## src/rtl/dppdf_pkg.sv

```systemverilog
// Package for the depth patch pair-difference feature extractor.
// Holds payload structs, pattern codes, controller/datapath command types.
// No dependencies.
package dppdf_pkg;

  localparam int ImgWidth  = 256;
  localparam int ImgHeight = 256;
  localparam int DepthBits = 16;
  localparam int MaxPts    = 13;

  localparam logic [1:0] PAT_FOUR     = 2'd0;
  localparam logic [1:0] PAT_FIVE     = 2'd1;
  localparam logic [1:0] PAT_NINE     = 2'd2;
  localparam logic [1:0] PAT_THIRTEEN = 2'd3;

  localparam logic REG_PATTERN = 1'b0;
  localparam logic REG_SENS    = 1'b1;

  localparam logic FUNC_WRITE   = 1'b0;
  localparam logic FUNC_EXTRACT = 1'b1;

  typedef struct packed {
    logic       func;
    logic [7:0] pixel_x;
    logic [7:0] pixel_y;
    logic [15:0] depth_value;
    logic [7:0] rect_x;
    logic [7:0] rect_y;
    logic [7:0] rect_width;
    logic [7:0] rect_height;
  } in_item_t;

  typedef struct packed {
    logic [15:0] feature_first;
    logic [15:0] feature_second;
    logic        out_of_range;
    logic        last;
  } out_item_t;

  // Commands from the controller to the datapath.
  typedef struct packed {
    logic       load;      // capture the input item and compute points
    logic       rd_en;     // issue a store read for point rd_idx
    logic [3:0] rd_idx;
    logic       cap_en;    // capture read data into sample cap_idx
    logic [3:0] cap_idx;
    logic       div_start; // start a feature division for pair (pi, pj)
    logic [3:0] pi;
    logic [3:0] pj;
    logic       feat_lo;   // store the feature as first half of a result
    logic       emit;      // present the result
    logic       emit_last;
    logic       emit_oor;
  } dp_cmd_t;

  // Status from the datapath to the controller.
  typedef struct packed {
    logic [3:0] npts;
    logic       oor;
    logic       div_done;
  } dp_sts_t;

endpackage

```

## src/rtl/dppdf_ctrl.sv

```systemverilog
// Controller: sequences store reads, pair divisions and result transfers.
// Depends on dppdf_pkg.
module dppdf_ctrl (
  input  logic               clk,
  input  logic               rst_n,
  input  logic               start_ext,
  output logic               busy,
  output dppdf_pkg::dp_cmd_t cmd,
  input  dppdf_pkg::dp_sts_t sts
);

  localparam logic [2:0] S_IDLE = 3'd0;
  localparam logic [2:0] S_CHK  = 3'd1;
  localparam logic [2:0] S_RD   = 3'd2;
  localparam logic [2:0] S_DIV  = 3'd3;
  localparam logic [2:0] S_WAIT = 3'd4;

  logic [2:0] state_r, state_nxt;
  logic [3:0] idx_r, idx_nxt;
  logic [3:0] pi_r, pi_nxt, pj_r, pj_nxt;
  logic       half_r, half_nxt;
  logic       lastpair;

  assign busy = (state_r != S_IDLE);
  assign lastpair = (pi_r == sts.npts - 4'd2) && (pj_r == sts.npts - 4'd1);

  always_comb begin
    state_nxt = state_r;
    idx_nxt = idx_r;
    pi_nxt = pi_r;
    pj_nxt = pj_r;
    half_nxt = half_r;
    cmd = '0;
    cmd.rd_idx = idx_r;
    cmd.cap_idx = idx_r - 4'd1;
    cmd.pi = pi_r;
    cmd.pj = pj_r;
    unique case (state_r)
      S_IDLE: begin
        if (start_ext) begin
          cmd.load = 1'b1;
          state_nxt = S_CHK;
        end
      end
      S_CHK: begin
        if (sts.oor) begin
          cmd.emit = 1'b1;
          cmd.emit_oor = 1'b1;
          cmd.emit_last = 1'b1;
          state_nxt = S_IDLE;
        end else begin
          idx_nxt = '0;
          state_nxt = S_RD;
        end
      end
      S_RD: begin
        // Read point idx, capture the one read last cycle.
        cmd.rd_en = (idx_r < sts.npts);
        cmd.cap_en = (idx_r != 4'd0);
        idx_nxt = idx_r + 4'd1;
        if (idx_r == sts.npts) begin
          pi_nxt = 4'd0;
          pj_nxt = 4'd1;
          half_nxt = 1'b0;
          state_nxt = S_DIV;
        end
      end
      S_DIV: begin
        cmd.div_start = 1'b1;
        state_nxt = S_WAIT;
      end
      S_WAIT: begin
        if (sts.div_done) begin
          if (!half_r) begin
            cmd.feat_lo = 1'b1;
          end else begin
            cmd.emit = 1'b1;
            cmd.emit_last = lastpair;
          end
          half_nxt = !half_r;
          if (lastpair) begin
            state_nxt = S_IDLE;
          end else begin
            state_nxt = S_DIV;
            if (pj_r == sts.npts - 4'd1) begin
              pi_nxt = pi_r + 4'd1;
              pj_nxt = pi_r + 4'd2;
            end else begin
              pj_nxt = pj_r + 4'd1;
            end
          end
        end
      end
      default: state_nxt = S_IDLE;
    endcase
  end

  always_ff @(posedge clk) begin
    if (!rst_n) begin
      state_r <= S_IDLE;
    end else begin
      state_r <= state_nxt;
    end
    idx_r <= idx_nxt;
    pi_r <= pi_nxt;
    pj_r <= pj_nxt;
    half_r <= half_nxt;
  end

  // The pair indices stay ordered while dividing.
  a_pair_order: assert property (@(posedge clk) disable iff (!rst_n)
    (state_r == S_DIV) |-> (pi_r < pj_r)) else $error("pair order");
  // A division is only started from the division state.
  a_div_start: assert property (@(posedge clk) disable iff (!rst_n)
    cmd.div_start |-> (state_r == S_DIV)) else $error("stray division");
  // An out-of-range result always ends the extraction.
  a_oor_last: assert property (@(posedge clk) disable iff (!rst_n)
    cmd.emit_oor |-> (cmd.emit_last && state_nxt == S_IDLE))
    else $error("oor not last");

endmodule

```

## config.mk

```make
export PLATFORM = sky130hd
export DESIGN_NAME = dppdf_ctrl
export DESIGN_NICKNAME = d
export VERILOG_FILES = /design/src/rtl/dppdf_pkg.sv /design/src/rtl/dppdf_ctrl.sv
export SDC_FILE = /design/constraint.sdc
export NUM_CORES = 1
export LEC_CHECK = 0
export BUFFER_PORTS_ARGS = -buffer_cell sky130_fd_sc_hd__buf_4
export CAP_MARGIN = 20
export CORE_MARGIN = 4
export CORE_UTILIZATION = 49
export CTS_BUF_LIST = sky130_fd_sc_hd__clkbuf_4
export DETAILED_ROUTE_END_ITERATION = 8
export PLACE_DENSITY = 0.89
export SYNTH_ARGS = -nofsm -noshare
export SYNTH_HDL_FRONTEND = slang
export SYNTH_SLANG_ARGS = --single-unit
```

## constraint.sdc

```tcl
create_clock -name clk -period 1.8 [get_ports clk]
set_clock_uncertainty 0.05 [all_clocks]
set_input_delay 0.09 -clock clk [delete_from_list [all_inputs] [get_ports clk]]
set_output_delay 0.09 -clock clk [all_outputs]
set_load 0.05 [all_outputs]
```

==> metrics.txt <==
outcome=finished with violations; failing checks=setup timing; commonest non-fill, non-tap cell in the layout=buf_4; Crit path largest cell delay=roughly 0.48 ns; core area=between 0.002 and 0.0025 sq mm; Finished Core Util=between 80% and 90%; ys async rst share=0%; clock sinks=16; WHS=a little under 0.09 ns; RSZ-0062 raised after global routing=yes; syn_area_per_cell=between 9 and 10 sq um; Final Non-Filler Cells=230; DP Cell Count=about 220; Tcrit/Tclk final=108%; main flop type after synthesis=edfxtp_1; final hold viol count=0; most frequent CP cell=xnor2_4; library cells used by synthesis=39; vias in the first global route=1317; CP max stage cell=edfxtp_1; gr usage total=between 20% and 30%; Worst VDD drop=about 0.00067 V; total power=about 1.0 mW; DR DRC count=0; DRT antenna net count=0; die area=0.00345 sq mm; first-pass GRT wire length=~6200 microns; Final Net Count=222; initial antenna violation count=0; Initial Util=around half; CP endpoint kind=output port; Slew @ Worst Pin=roughly 0.39 ns; worst path cell trace=xnor2_4, buf_6, xnor2_4, nor3_4, a41o_4, buf_8; vias=around 1300; clock root cell=clkbuf_4; H-tree Lvls=1; Die Wd=a little under 60 microns; detailed placement HPWL=about 2800 microns; Synth Warn #=0; CP Data Required Time=1.66 ns; syn nets=about 150; n_diodes=0; fin worst setup slack=-0.139 ns; Yosys reg bits=16; num rows=18; Cell Pwr Density=~460 mW/mm^2; max cap viols=0; Seq/Total Area, Yosys=a little over a third; Startpoint Class=flop; Hold Crit Class=primary input to flop; most frequent cells in the layout=buf_4, edfxtp_1, nor2_1, inv_1, buf_6; endpoints failing setup=8; drt initial violations=54; Worst-path clk slew=0.10 ns; Slew headroom=between 70% and 80%; Peak Freq=just over 500 MHz; Final Slew Violations=0; PortBufs=33; Final GP Congestion=just over 0.9; clk_lat worst skew=around 0.30 ns; Post-synth EDFFs=13; pre-CTS WS=-0.177 ns; average wire per standard cell=around 20 microns; Period minus WS final=a little under 2 ns; post-DR vias/cell=5.70; Cells after Synth=128; I/O pins=34; largest net degree at the start of global routing=11; CTS tree=built; area grow syn2layout=71.7%; data arrival time of the worst path=approximately 1.8 ns; worst-path maximum fanout=2; share of cells above drive strength 1=56.5%; drt pass-1 iters=4; Leak=between 0.9 and 1 nW; worst-case clock buffer depth=2; CP Class=flop to output port; total gr overflow=0; Synth Cell Area=around 0.0013 sq mm; Chip Height=58.8 microns; TritonCTS buffer count=3; Routed WL=4560 microns
-- final timing paths --
path | from | end | slack [ns] | cells after the start
setup reg to reg | idx_r[1] | pi_r[0] | -0.11 | 5
setup / recovery | pj_r[3] | cmd[1] | -0.14 | 6
hold reg to reg | half_r | half_r | 0.60 | 1
hold / removal | start_ext | state_r[0] | 0.09 | 3
-- power breakdown --
part	total [mW]	leakage (nW)	switching [mW]	internal, mW
logic	0.379	0.786	0.211	0.169
clock network	0.204	0.0154	0.123	0.0809
registers	0.414	0.158	0.0116	0.403
-- registers in the layout, summed over array words and instances (netlist names) --
name and flops:
idx_r 4, pi_r 4, pj_r 4, state_r 3, half_r 1
-- metal layers --
metal	up-vias	track usage [%]	part of all wire (%)
li1	595	-	-
met1	643	27.1	36
met2	56	42.9	55
met3	16	3.95	4.6
met4	0	11.0	4.0
met5	-	0	0
-- logic make-up after synthesis --
| logic type | share of synthesized area [%] |
|---|---|
| AO/OA/AOI/OAI | 10.8 |
| buffers and inverters | 4.26 |
| flip-flops | 35.7 |
| multiplexers | 0.793 |
| AND/OR/NAND/NOR | 18.5 |
| adder cells (fa/ha/maj) | 11.9 |
| XOR/XNOR | 18.0 |
-- area by class of cell --
cell class / instances / area [sq um]
clock buffers: 3 / 22.5
clock inverters: 1 / 3.75
fillers: 108 / 310
inverters: 11 / 48.8
multi-input cells: 98 / 1030
flip-flops and latches: 16 / 450
well taps: 30 / 37.5
repair buffers: 71 / 573
-- cells in the mapped netlist, types with 2 or more instances --
| cell | number | area, sq um |
|---|---|---|
| nor2_1 | 15 | 56.3 |
| edfxtp_1 | 13 | 390 |
| ha_1 | 12 | 150 |
| inv_1 | 11 | 41.3 |
| xor2_1 | 9 | 78.8 |
| nand3_1 | 8 | 40.0 |
| a21oi_1 | 7 | 35.0 |
| nand2_1 | 6 | 22.5 |
| xnor2_1 | 5 | 43.8 |
| nor3_1 | 4 | 20.0 |
| dfxtp_1 | 3 | 60.1 |
| a211oi_1 | 2 | 15.0 |
| and3_1 | 2 | 12.5 |
| clkbuf_1 | 2 | 7.51 |
| o21ai_0 | 2 | 10.0 |
| o22ai_1 | 2 | 12.5 |
| or3_1 | 2 | 12.5 |
| xnor3_1 | 2 | 45.0 |
-- through the flow --
stage,TNS [ns],area [sq um]
floorplan,-8.09,1370
global placement,-0.256,1850
detailed placement,-0.953,1850
CTS,-0.598,2010
global route,-1.37,2170
finish,-0.733,2170
-- what timing repair did --
item                                   in CTS  in global routing
pin swaps                                   6                  9
endpoints found under the hold margin       1                  0
hold buffers                                1                  0
gates resized for setup                    13                 27
setup buffers                               7                  4
setup endpoints to repair                  10                 23
-- critical path, delay by kind of cell (launching register included) --
kind,cells,cell delay [ns]
buffers and inverters,2,0.27
and+or+nand+nor,1,0.22
xor gates and xnor gates,2,0.31
DFF,1,0.48
AOI/OAI and AO/OA,1,0.24
Note: power is estimated with default switching activity, not from simulation.
